--- src/hdl/stack_machine_execute_macros.svh ---
// ----------------------------------------------------------------------------
// Stack machine execute assertion macros
// Concurrent assertion wrappers on clk, with and without the rst disable.
// ----------------------------------------------------------------------------
`ifndef STACK_MACHINE_EXECUTE_MACROS_SVH
`define STACK_MACHINE_EXECUTE_MACROS_SVH

`ifndef SYNTHESIS
`define SME_ASSERT(lbl, prop, msg) \
  lbl: assert property (@(posedge clk) disable iff (rst) prop) else $error(msg);
`define SME_ASSERT_ALWAYS(lbl, prop, msg) \
  lbl: assert property (@(posedge clk) prop) else $error(msg);
`else
`define SME_ASSERT(lbl, prop, msg)
`define SME_ASSERT_ALWAYS(lbl, prop, msg)
`endif

`endif

--- src/hdl/sme_pkg.sv ---
// ----------------------------------------------------------------------------
// Stack machine execute package
// Field widths, opcodes, status codes and the decoded control struct.
// ----------------------------------------------------------------------------
package sme_pkg;

  localparam int OP_W          = 8;
  localparam int IMM_W         = 56;
  localparam int WORD_W        = 64;
  localparam int PROGRAM_WORDS = 4096;
  localparam int IP_W          = $clog2(PROGRAM_WORDS);
  localparam int STATUS_W      = 3;
  localparam int COUNT_W       = 11;

  typedef enum logic [OP_W-1:0] {
    OP_HALT   = 8'h00,
    OP_PUSH   = 8'h01,
    OP_ADDI   = 8'h02,
    OP_LTI    = 8'h03,
    OP_JNZ    = 8'h04,
    OP_DUP    = 8'h05,
    OP_GTI    = 8'h06,
    OP_EQI    = 8'h07,
    OP_NOT    = 8'h08,
    OP_SUBI   = 8'h09,
    OP_ADD    = 8'h0A,
    OP_SUB    = 8'h0B,
    OP_EQ     = 8'h0C,
    OP_LT     = 8'h0D,
    OP_GT     = 8'h0E,
    OP_JMP    = 8'h0F,
    OP_SAVE   = 8'h10,
    OP_LOAD   = 8'h11
  } op_t;

  typedef logic [STATUS_W-1:0] status_t;

  localparam status_t ST_RUN   = 3'd0;
  localparam status_t ST_DONE  = 3'd1;
  localparam status_t ST_BADOP = 3'd2;
  localparam status_t ST_UNDER = 3'd3;
  localparam status_t ST_OVER  = 3'd4;
  localparam status_t ST_ADDR  = 3'd5;

  typedef struct packed {
    logic       known;
    logic [1:0] pops;
    logic [1:0] pushes;
    logic       grow;
    logic       mem_op;
  } dec_t;

endpackage

--- src/hdl/sme_decode.sv ---
// ----------------------------------------------------------------------------
// Stack machine opcode decoder
// Stack effect, growth and data memory use of one opcode.
// ----------------------------------------------------------------------------
module sme_decode (
  input  logic [sme_pkg::OP_W-1:0] action,
  output sme_pkg::dec_t            dec
);
  import sme_pkg::*;

  always_comb begin
    dec = '0;
    unique case (action) inside
      OP_HALT, OP_JMP: begin
        dec.known = 1'b1;
      end
      OP_PUSH: begin
        dec.known  = 1'b1;
        dec.pushes = 2'd1;
        dec.grow   = 1'b1;
      end
      OP_ADDI, OP_LTI, OP_GTI, OP_EQI, OP_NOT, OP_SUBI: begin
        dec.known  = 1'b1;
        dec.pops   = 2'd1;
        dec.pushes = 2'd1;
      end
      OP_ADD, OP_SUB, OP_EQ, OP_LT, OP_GT: begin
        dec.known  = 1'b1;
        dec.pops   = 2'd2;
        dec.pushes = 2'd1;
      end
      OP_JNZ: begin
        dec.known = 1'b1;
        dec.pops  = 2'd1;
      end
      OP_DUP: begin
        dec.known  = 1'b1;
        dec.pops   = 2'd1;
        dec.pushes = 2'd2;
        dec.grow   = 1'b1;
      end
      OP_SAVE: begin
        dec.known  = 1'b1;
        dec.pops   = 2'd1;
        dec.mem_op = 1'b1;
      end
      OP_LOAD: begin
        dec.known  = 1'b1;
        dec.pushes = 2'd1;
        dec.grow   = 1'b1;
        dec.mem_op = 1'b1;
      end
      default: begin
        dec = '0;
      end
    endcase
  end

endmodule

--- config.mk ---
export PLATFORM = sky130hd
export DESIGN_NAME = sme_decode
export DESIGN_NICKNAME = d
export VERILOG_FILES = /design/src/hdl/stack_machine_execute_macros.svh /design/src/hdl/sme_pkg.sv /design/src/hdl/sme_decode.sv
export SDC_FILE = /design/constraint.sdc
export NUM_CORES = 1
export LEC_CHECK = 0
export BUFFER_PORTS_ARGS = -buffer_cell sky130_fd_sc_hd__buf_4
export CAP_MARGIN = 0
export CORE_AREA = 3 3 40 42
export DETAILED_ROUTE_END_ITERATION = 8
export DIE_AREA = 0 0 43 45
export PLACE_DENSITY = 0.33
export REMOVE_ABC_BUFFERS = 1
export SYNTH_ARGS = -nofsm -noshare
export SYNTH_HDL_FRONTEND = slang
export SYNTH_SLANG_ARGS = --single-unit
--- constraint.sdc ---
create_clock -name vclk -period 1.4
set_input_delay 0.28 -clock vclk [all_inputs]
set_output_delay 0.28 -clock vclk [all_outputs]
set_load 0.1 [all_outputs]
* After elaboration in Yosys (flattened, before gate mapping)
Index checks and enable logic that the tools add are counted.
** Operators by class
- Equality and inequality tests :: 17
- Multiplexer cells :: 5
- Reductions and logical operators :: 7
** Operators with widths (count)
- $eq 8x4->1 const B :: 8
- $eq 8x3->1 const B :: 4
- $reduce_or 18->1 :: 1
- $eq 8x2->1 const B :: 2
- $eq 8x5->1 const B :: 2
- $reduce_or 13->1 :: 1
- $reduce_or 9->1 :: 1
- $eq 8x1->1 const B :: 1
- $logic_not 8->1 :: 1
- $pmux 2 s2 :: 2
- $reduce_or 5->1 :: 1
- $mux 1 :: 3
- $reduce_or 3->1 :: 1
- $reduce_or 2->1 :: 1
** Word-level totals
- Bits in registers :: 0
- Bits of input ports :: 8
- Output and inout bits :: 7
- Word-level logic and storage cells :: 29

* Longest topological paths before layout
Gate-level depths: netlist (run 1).
- Depth after elaboration :: 3
- Gate-level depth with buffers :: 4
- Gate-level depth less buffers :: 3

* Worst setup path before layout (run 1)
No wires, ideal clock.
- Kind :: input-to-output
- Start point :: in action[5] (netlist name)
- End point :: out dec[5] (netlist name)
- Data arrival time :: 3037 ps
- Data required time :: 1120 ps
- Path slack :: -1917 ps
- Cell stages on the path :: 2
- Buffers on the path :: 0
- Path through :: or3_4 > a311oi_1
** RTL lines
- start: declaration :: RTL line sme_decode.sv:6 : input logic [sme_pkg::OP_W-1:0] action,
- end: declaration :: RTL line sme_decode.sv:7 : output sme_pkg::dec_t dec

==> impl_metrics.xml, run 1 <==
<?xml version="1.0" encoding="UTF-8"?>
<metrics>
  <group name="outcome">
    <metric name="run_status" unit="">finished with violations</metric>
    <metric name="failed_checks" unit="">negative setup slack</metric>
  </group>
  <group name="placement">
    <metric name="place_inst" unit="">60</metric>
    <metric name="detailedPlacementHpwl" unit="um">581</metric>
    <metric name="placement.cell_area" unit="um2">357</metric>
    <metric name="gp_congestion" unit="">0.667</metric>
    <metric name="portBuffers" unit="">15</metric>
  </group>
  <group name="sta">
    <metric name="final-hold-violation-count" unit="">0</metric>
    <metric name="min_period" unit="ns">1.67</metric>
    <metric name="timing.max_slew.rel_slack" unit="%">75.7</metric>
    <metric name="setup-violations-final" unit="">7</metric>
    <metric name="drv_slew" unit="">0</metric>
    <metric name="maxClockFrequency" unit="MHz">599</metric>
    <metric name="worstMarginPinSlew" unit="ns">0.360</metric>
    <metric name="final.setup.worst_slack" unit="ns">-0.268</metric>
    <metric name="final_min_period_over_clock_period" unit="%">119</metric>
    <metric name="grt_setup_unrepaired" unit="">yes</metric>
  </group>
  <group name="critical_path">
    <metric name="cp_cell_sequence" unit="">buf_6 &gt; or3_4 &gt; buf_4 &gt; a2111oi_4 &gt; buf_6</metric>
    <metric name="cp_dominant_cell_by_count" unit="">sky130_fd_sc_hd__buf_6</metric>
    <metric name="startpoint_type" unit="">input port</metric>
    <metric name="slowest_stage" unit="">sky130_fd_sc_hd__or3_4</metric>
    <metric name="critical_path_required" unit="ns">1.12</metric>
    <metric name="timing.setup.critical_path_class" unit="">in -&gt; out</metric>
    <metric name="slowest_delay" unit="ns">0.39</metric>
    <metric name="crit_arrival" unit="ns">1.39</metric>
    <metric name="setup.worst_path.end_class" unit="">output pin</metric>
    <metric name="critPathMaxFanout" unit="">4</metric>
  </group>
  <group name="routing">
    <metric name="drtIter0Drc" unit="">1</metric>
    <metric name="wl_per_cell" unit="um">11.8</metric>
    <metric name="drt.antenna.violating_nets" unit="">0</metric>
    <metric name="drt_wl_total" unit="um">745</metric>
    <metric name="drc" unit="">0</metric>
    <metric name="firstDrtPassIters" unit="">2</metric>
    <metric name="drt-vias-per-instance" unit="">4.35</metric>
    <metric name="route.vias.total" unit="">274</metric>
  </group>
  <group name="die">
    <metric name="die_h" unit="um">45</metric>
    <metric name="die_area" unit="mm2">0.00194</metric>
    <metric name="floorplan.die.width" unit="um">43</metric>
    <metric name="placementRows" unit="">13</metric>
    <metric name="num_io_pins" unit="">15</metric>
    <metric name="start_util" unit="%">13.4</metric>
    <metric name="placeableCoreArea" unit="mm2">0.00128</metric>
  </group>
  <group name="run">
    <metric name="cap_violations" unit="">0</metric>
  </group>
  <group name="finish">
    <metric name="finish.net_count" unit="">58</metric>
    <metric name="fill_cells" unit="">139</metric>
    <metric name="sequential_cell_count_of_the_final_layout" unit="">0</metric>
    <metric name="finalInstanceArea" unit="um2">499</metric>
    <metric name="multi_input_area" unit="um2">210</metric>
    <metric name="layoutNonFillerInstCount" unit="">63</metric>
    <metric name="clock_buffers" unit="">0</metric>
    <metric name="insertedDiodeCount" unit="">0</metric>
    <metric name="synthToLayoutAreaGrowth" unit="%">189</metric>
    <metric name="seqCellArea" unit="um2">0</metric>
    <metric name="final_layout_size_suffix_gt1_share" unit="%">72.9</metric>
  </group>
  <group name="power_and_ir_drop">
    <metric name="p_leak" unit="nW">0.195</metric>
    <metric name="power_density" unit="mW/mm2">256</metric>
    <metric name="vdd_drop_max" unit="mV">0.0789</metric>
  </group>
  <group name="synth">
    <metric name="synth_common_cells" unit="">2 x sky130_fd_sc_hd__a21oi_1, 2 x sky130_fd_sc_hd__nor2_1, 2 x sky130_fd_sc_hd__nor2b_1, 2 x sky130_fd_sc_hd__o21ai_0, 2 x sky130_fd_sc_hd__or3_1</metric>
    <metric name="synth_sequential_area_ratio" unit="%">0</metric>
    <metric name="post_synth_inst_count" unit="">23</metric>
    <metric name="yosys.area.top_type_share" unit="%">8.70</metric>
    <metric name="synthesis.yosys.warnings" unit="">0</metric>
    <metric name="synthesis.area_per_instance" unit="um2">7.51</metric>
    <metric name="ys_top_cells_by_area" unit="">sky130_fd_sc_hd__a2111oi_2 8.7%, sky130_fd_sc_hd__nand2b_4 8.0%, sky130_fd_sc_hd__a211oi_2 7.2%</metric>
    <metric name="synth_top_area_cell" unit="">sky130_fd_sc_hd__a2111oi_2</metric>
    <metric name="synth_cell_type_count" unit="">18</metric>
    <metric name="synth_cell_area" unit="um2">173</metric>
  </group>
  <group name="worst_hold_path">
    <metric name="hold_path.class" unit="">in -&gt; out</metric>
  </group>
  <group name="global_routing">
    <metric name="grt_max_degree" unit="">9</metric>
    <metric name="first_global_vias" unit="">291</metric>
    <metric name="grt_first_pass_wirelength" unit="um">1180</metric>
    <metric name="grt_antenna_before_repair" unit="">0</metric>
    <metric name="grt_overflow_total" unit="">0</metric>
    <metric name="global_route.usage.total" unit="%">7.63</metric>
  </group>
  <group name="clock_network">
    <metric name="postCtsHoldBufs" unit="">0</metric>
  </group>
</metrics>
[cell type report]
| class | count | share of cell area [%] |
|---|---|---|
| Inverter | 1 | 0.752 |
| Multi-Input combinational cell | 21 | 42.1 |
| Tap cell | 15 | 3.76 |
| Timing Repair Buffer | 26 | 53.4 |
[metrics by stage]
step	hold slack, ns	power (mW)	TNS (ns)	utilization, %	setup slack [ns]
after global routing	0.934	0.134	-1.91	38.9	-0.301
after CTS	0.920	0.124	-1.69	37.6	-0.285
after global placement	0.959	0.0974	-2.01	27.8	-0.355
final	0.921	0.128	-1.68	38.9	-0.268
after floorplan	0.743	0.0448	-8.36	-	-1.92
after detailed placement	0.957	0.0990	-2.14	27.8	-0.376
[worst max-delay path, delay by kind of cell]
family	cells	cell delay, ns
buffers and inverters	3	0.51
AND/OR/NAND/NOR	1	0.39
AO/OA/AOI/OAI	1	0.20
[logic make-up after synthesis]
| family | synth area share (%) |
|---|---|
| AND/OR/NAND/NOR | 52.9 |
| buffers and inverters | 6.52 |
| AO/OA/AOI/OAI | 40.6 |
[layout by cell type, fill, tap and decap left out, drive strengths merged]
master and n:
or3 3, nand2 1, nor2 2, a21oi 2, o21ai 2, a211oi 1, a311oi 1, nand2b 1
a2111oi 1, nor3 1, a31oi 1, inv 1, o21a 1, nor2b 2, nor3b 2, buf 26
[where the power goes]
group	total, mW	switching, mW	internal, mW	leakage, nW
logic	0.128	0.0674	0.0603	0.195
registers	0	0	0	0
clock network	0	0	0	0
total	0.128	0.0674	0.0603	0.195
[repair_timing]
| action | CTS | global route |
|---|---|---|
| setup endpoints to repair | 7 | 7 |
| buffers inserted | 3 | 0 |
| endpoints found under the hold margin | 0 | 0 |
| gates resized for setup | 22 | 3 |
| pin swaps | 6 | 1 |
[per-layer routing]
layer / track usage [%] / part of all wire (%) / vias to the layer above
met5: 0 / 0 / -
met4: 0 / 0 / 0
met3: 0 / 0.81 / 0
met2: 18.3 / 63 / 3
met1: 7.38 / 37 / 134
li1: - / - / 137
[final timing paths]
check / start / cells past startpoint / end / slack (ns)
max: action[6] / 5 / dec[2] / -0.27
min: action[0] / 3 / dec[5] / 0.92
No activity file was read; power rests on OpenSTA's default activity.
==> run 2, diff against run 1 <==
Settings changed: PLACE_DENSITY 0.33 to 0.38.
==> run 2 against run 1 <==
Against the previous run:
- the run still ends with negative setup slack left
- sequential share of layout area stayed put
- fmax down 0.71%
- cell area decreased by 9.5%
- via count decreased by 5.5%
- wire length fell by 5.2%
- hold slack got worse by 0.012 ns
- sequential cell count did not move
- power decreased by 10%
- non-clock buffer count is 6 lower
- global-route usage rose by 0.83 points
- utilization fell by 3.7 points
- combinational power down 11%
- critical path type unchanged
==> impl_metrics.xml, run 2 (same netlist as run 1, synthesis figures left out) <==
<?xml version="1.0" encoding="UTF-8"?>
<metrics>
  <group name="outcome">
    <metric name="run_status" unit="">finished with violations</metric>
    <metric name="failed_checks" unit="">negative setup slack</metric>
  </group>
  <group name="routing">
    <metric name="wl_per_cell" unit="um">12.4</metric>
    <metric name="firstDrtPassIters" unit="">2</metric>
    <metric name="drt-vias-per-instance" unit="">4.54</metric>
    <metric name="drc" unit="">0</metric>
    <metric name="drt.antenna.violating_nets" unit="">0</metric>
    <metric name="drtIter0Drc" unit="">1</metric>
    <metric name="drt_wl_total" unit="um">706</metric>
    <metric name="route.vias.total" unit="">259</metric>
  </group>
  <group name="sta">
    <metric name="timing.max_slew.rel_slack" unit="%">74.8</metric>
    <metric name="maxClockFrequency" unit="MHz">595</metric>
    <metric name="grt_setup_unrepaired" unit="">yes</metric>
    <metric name="drv_slew" unit="">0</metric>
    <metric name="final-hold-violation-count" unit="">0</metric>
    <metric name="final_min_period_over_clock_period" unit="%">120</metric>
    <metric name="min_period" unit="ns">1.68</metric>
    <metric name="setup_total_negative_slack" unit="ns">-1.61</metric>
    <metric name="worstMarginPinSlew" unit="ns">0.374</metric>
    <metric name="final.setup.worst_slack" unit="ns">-0.280</metric>
    <metric name="setup-violations-final" unit="">7</metric>
  </group>
  <group name="critical_path">
    <metric name="timing.setup.critical_path_class" unit="">in -&gt; out</metric>
    <metric name="crit_arrival" unit="ns">1.40</metric>
    <metric name="critPathMaxFanout" unit="">4</metric>
    <metric name="setup.worst_path.end_class" unit="">output pin</metric>
    <metric name="startpoint_type" unit="">input port</metric>
    <metric name="critical_path_required" unit="ns">1.12</metric>
  </group>
  <group name="die">
    <metric name="floorplan.die.width" unit="um">43</metric>
    <metric name="num_io_pins" unit="">15</metric>
    <metric name="placementRows" unit="">13</metric>
    <metric name="die_h" unit="um">45</metric>
    <metric name="placeableCoreArea" unit="mm2">0.00128</metric>
    <metric name="start_util" unit="%">13.4</metric>
    <metric name="die_area" unit="mm2">0.00194</metric>
  </group>
  <group name="global_routing">
    <metric name="global_route.usage.total" unit="%">8.46</metric>
    <metric name="grt_antenna_before_repair" unit="">0</metric>
    <metric name="grt_overflow_total" unit="">0</metric>
    <metric name="grt_first_pass_wirelength" unit="um">1300</metric>
    <metric name="first_global_vias" unit="">286</metric>
    <metric name="grt_max_degree" unit="">8</metric>
  </group>
  <group name="power_and_ir_drop">
    <metric name="internal-power" unit="mW">0.0506</metric>
    <metric name="power_density" unit="mW/mm2">253</metric>
    <metric name="power_switching_share" unit="%">55.8</metric>
    <metric name="relative_contribution_of_the_clock_network_to_total_power" unit="%">0</metric>
    <metric name="p_leak" unit="nW">0.172</metric>
    <metric name="pwr-share-comb" unit="%">100.0</metric>
    <metric name="vdd_drop_max" unit="mV">0.105</metric>
    <metric name="power_switching" unit="mW">0.0638</metric>
    <metric name="reg_power_share" unit="%">0</metric>
  </group>
  <group name="placement">
    <metric name="place_inst" unit="">56</metric>
    <metric name="gp_congestion" unit="">0.673</metric>
    <metric name="dp_slack" unit="ns">-0.378</metric>
    <metric name="portBuffers" unit="">15</metric>
    <metric name="detailedPlacementHpwl" unit="um">543</metric>
  </group>
  <group name="finish">
    <metric name="finish.net_count" unit="">52</metric>
    <metric name="synthToLayoutAreaGrowth" unit="%">162</metric>
    <metric name="seqCellArea" unit="um2">0</metric>
    <metric name="fill_cells" unit="">140</metric>
    <metric name="final_layout_size_suffix_gt1_share" unit="%">71.4</metric>
    <metric name="layoutNonFillerInstCount" unit="">57</metric>
    <metric name="layout_commonest_cell" unit="">sky130_fd_sc_hd__buf_4</metric>
    <metric name="clock_buffers" unit="">0</metric>
    <metric name="layout_common_cells" unit="">9 x sky130_fd_sc_hd__buf_4, 8 x sky130_fd_sc_hd__buf_6, 3 x sky130_fd_sc_hd__buf_12</metric>
    <metric name="sequential_cell_count_of_the_final_layout" unit="">0</metric>
    <metric name="insertedDiodeCount" unit="">0</metric>
    <metric name="multi_input_area" unit="um2">211</metric>
  </group>
  <group name="clock_network">
    <metric name="postCtsHoldBufs" unit="">0</metric>
  </group>
  <group name="run">
    <metric name="cap_violations" unit="">0</metric>
  </group>
  <group name="worst_hold_path">
    <metric name="hold_path.class" unit="">in -&gt; out</metric>
  </group>
</metrics>
## run 2: per-stage QoR
step	utilization [%]	hold slack (ns)	power, mW	cell area (um2)
after detailed placement	25.4	0.972	0.0903	327
final	35.2	0.909	0.114	452
after global routing	35.2	0.925	0.122	452
after global placement	25.4	0.965	0.0892	327
after floorplan	-	0.743	0.0448	165
after CTS	33.8	0.907	0.112	434
## run 2: final timing paths
kind | slack (ns) | end | start | depth (start not counted)
min | 0.91 | dec[6] | action[4] | 3
max | -0.28 | dec[1] | action[6] | 5
## run 2: power by group through the flow
stage	registers, mW	logic, mW	clock network (mW)
final	0	0.114	0
after detailed placement	0	0.0903	0
after global routing	0	0.122	0
after global placement	0	0.0892	0
after CTS	0	0.112	0
after floorplan	0	0.0448	0
## run 2: routing by layer
| metal | global-route usage, % | vias up | wire (um) |
|---|---|---|---|
| met5 | 0 | - | 0 |
| met4 | 0 | 0 | 0 |
| met3 | 1.20 | 0 | 72 |
| met2 | 16.2 | 15 | 346 |
| met1 | 10.7 | 117 | 286 |
| li1 | - | 127 | - |
## run 2: layout make-up
cell class	instances	area share, %
multi-input cells	21	46.8
repair buffers	20	48.2
inverters	1	0.831
well taps	15	4.16
## run 2: critical path: stages
cell and delay, ns:
sky130_fd_sc_hd__buf_6 0.09, sky130_fd_sc_hd__or3_4 0.41, sky130_fd_sc_hd__nand2b_4 0.18, sky130_fd_sc_hd__a211oi_2 0.18
sky130_fd_sc_hd__buf_6 0.26
## run 2: what timing repair did
item	4_1_cts	5_1_grt
gates resized for setup	21	5
gates cloned	0	0
endpoints found under the setup margin	7	7
setup buffers	1	1
pin swaps	7	2
==> run 3, diff against run 2 <==
Settings changed: CELL_PAD_IN_SITES_DETAIL_PLACEMENT set to 1, CELL_PAD_IN_SITES_GLOBAL_PLACEMENT set to 1, PLACE_DENSITY 0.38 to 0.51.
Clock period 1.4 ns to 1.9 ns, I/O delays scaled along.
==> run 3 against run 2 <==
Against the previous run:
- the run now ends clean
- clock-buffer cell count unchanged
- utilization decreased by 8.3 points
- die area unchanged
- sequential cell count stayed put
- largest cell class is now multi-input gates
- largest power group unchanged
==> impl_metrics.xml, run 3 (same netlist as run 1, synthesis figures left out) <==
<?xml version="1.0" encoding="UTF-8"?>
<metrics>
  <group name="sta">
    <metric name="maxClockFrequency" unit="MHz">534</metric>
    <metric name="finalHoldWorstSlack" unit="ns">1.14</metric>
    <metric name="worstMarginPinSlew" unit="ns">0.275</metric>
    <metric name="grt_setup_unrepaired" unit="">yes</metric>
    <metric name="final_min_period_over_clock_period" unit="%">98.6</metric>
    <metric name="min_period" unit="ns">1.87</metric>
    <metric name="timing.max_slew.rel_slack" unit="%">81.7</metric>
    <metric name="final-hold-violation-count" unit="">0</metric>
    <metric name="final.setup.worst_slack" unit="ns">0.0260</metric>
    <metric name="setup_total_negative_slack" unit="ns">0</metric>
    <metric name="setup-violations-final" unit="">0</metric>
    <metric name="drv_slew" unit="">0</metric>
  </group>
  <group name="critical_path">
    <metric name="critPathCapture" unit="">dec[1]</metric>
    <metric name="startpoint_type" unit="">input port</metric>
    <metric name="crit_arrival" unit="ns">1.49</metric>
    <metric name="setup.worst_path.end_class" unit="">output pin</metric>
    <metric name="timing.setup.critical_path_class" unit="">in -&gt; out</metric>
    <metric name="critical_path_required" unit="ns">1.52</metric>
    <metric name="critPathMaxFanout" unit="">4</metric>
    <metric name="startpoint_of_the_worst_setup_timing_path" unit="">action[6]</metric>
  </group>
  <group name="global_routing">
    <metric name="grt_first_pass_wirelength" unit="um">1100</metric>
    <metric name="grt_overflow_total" unit="">0</metric>
    <metric name="global_route.usage.total" unit="%">6.97</metric>
    <metric name="grt_max_degree" unit="">10</metric>
    <metric name="first_global_vias" unit="">235</metric>
    <metric name="grt_antenna_before_repair" unit="">0</metric>
  </group>
  <group name="power_and_ir_drop">
    <metric name="internal-power" unit="mW">0.0263</metric>
    <metric name="power_density" unit="mW/mm2">196</metric>
    <metric name="vdd_drop_max" unit="mV">0.0674</metric>
    <metric name="pwr-share-comb" unit="%">100.0</metric>
    <metric name="reg_power_share" unit="%">0</metric>
    <metric name="power_switching_share" unit="%">61.1</metric>
    <metric name="power_switching" unit="mW">0.0413</metric>
    <metric name="relative_contribution_of_the_clock_network_to_total_power" unit="%">0</metric>
    <metric name="p_leak" unit="nW">0.134</metric>
  </group>
  <group name="routing">
    <metric name="drt.antenna.violating_nets" unit="">0</metric>
    <metric name="drt_wl_total" unit="um">648</metric>
    <metric name="route.vias.total" unit="">236</metric>
    <metric name="wl_per_cell" unit="um">12.2</metric>
    <metric name="firstDrtPassIters" unit="">2</metric>
    <metric name="drc" unit="">0</metric>
    <metric name="drt-vias-per-instance" unit="">4.45</metric>
    <metric name="drtIter0Drc" unit="">1</metric>
  </group>
  <group name="placement">
    <metric name="gp_congestion" unit="">0.653</metric>
    <metric name="dp_slack" unit="ns">-0.0975</metric>
    <metric name="portBuffers" unit="">15</metric>
    <metric name="detailedPlacementHpwl" unit="um">543</metric>
  </group>
  <group name="worst_hold_path">
    <metric name="worst_hold_startpoint" unit="">action[2]</metric>
    <metric name="hold_path.class" unit="">in -&gt; out</metric>
  </group>
  <group name="clock_network">
    <metric name="post_cts.repair.setup_buffers" unit="">0</metric>
  </group>
  <group name="die">
    <metric name="die_h" unit="um">45</metric>
    <metric name="die_area" unit="mm2">0.00194</metric>
    <metric name="floorplan.die.width" unit="um">43</metric>
    <metric name="placeableCoreArea" unit="mm2">0.00128</metric>
    <metric name="start_util" unit="%">13.4</metric>
    <metric name="num_io_pins" unit="">15</metric>
    <metric name="placementRows" unit="">13</metric>
  </group>
  <group name="finish">
    <metric name="finish.net_count" unit="">48</metric>
    <metric name="multi_input_area" unit="um2">180</metric>
    <metric name="final_layout_size_suffix_gt1_share" unit="%">60.5</metric>
    <metric name="layout_commonest_cell" unit="">sky130_fd_sc_hd__buf_4</metric>
    <metric name="seqCellArea" unit="um2">0</metric>
    <metric name="sequential_cell_count_of_the_final_layout" unit="">0</metric>
    <metric name="fill_cells" unit="">156</metric>
    <metric name="insertedDiodeCount" unit="">0</metric>
    <metric name="clock_buffers" unit="">0</metric>
    <metric name="layout_common_cells" unit="">10 x sky130_fd_sc_hd__buf_4, 6 x sky130_fd_sc_hd__buf_6</metric>
    <metric name="synthToLayoutAreaGrowth" unit="%">100</metric>
  </group>
  <group name="outcome">
    <metric name="run_status" unit="">finished, final reports clean</metric>
  </group>
  <group name="run">
    <metric name="cap_violations" unit="">0</metric>
  </group>
</metrics>
run 3: layer usage:
layer / vias up / GRT usage (%) / part of all wire, %
met5: - / 0 / 0
met4: 0 / 0 / 0
met3: 0 / 0.797 / 11
met2: 15 / 11.4 / 43
met1: 102 / 10.5 / 46
li1: 119 / - / -
run 3: what timing repair did:
action | 4_1_cts | 5_1_grt
resized for setup | 5 | 3
pin swaps | 2 | 1
hold buffers | 0 | 0
setup endpoints to repair | 3 | 5
run 3: layout make-up:
class                      instances  area share, %
multi-input combinational         21           52.2
timing repair buffer              16           41.3
tap                               15           5.43
inverter                           1           1.09
run 3: worst min path at each step:
stage,depth (start not counted),slack [ns],end
final,3,1.14,dec[0]
after global routing,3,1.16,dec[0]
after CTS,3,1.14,dec[0]
after detailed placement,3,1.18,dec[2]
after global placement,3,1.18,dec[2]
after floorplan,1,0.94,dec[0]
run 3: power by group through the flow:
stage	registers (mW)	logic, mW	clock network [mW]
2_1_floorplan	0	0.0330	0
3_3_place_gp	0	0.0610	0
3_5_place_dp	0	0.0625	0
4_1_cts	0	0.0666	0
5_1_grt	0	0.0727	0
6_report	0	0.0676	0
run 3: critical path, cell delays in order:
cell                       delay (ns)
sky130_fd_sc_hd__buf_6           0.09
sky130_fd_sc_hd__or3_4           0.41
sky130_fd_sc_hd__nand2b_4        0.17
sky130_fd_sc_hd__a211oi_2        0.18
sky130_fd_sc_hd__buf_6           0.26
run 3: stage by stage:
stage | util, % | power [mW] | instances | instance area (um2)
floorplan | - | 0.0330 | 22 | 165
global placement | 23.7 | 0.0610 | 53 | 304
detailed placement | 23.7 | 0.0625 | 53 | 304
CTS | 25.8 | 0.0666 | 53 | 332
global route | 26.9 | 0.0727 | 53 | 345
finish | 26.9 | 0.0676 | 53 | 345
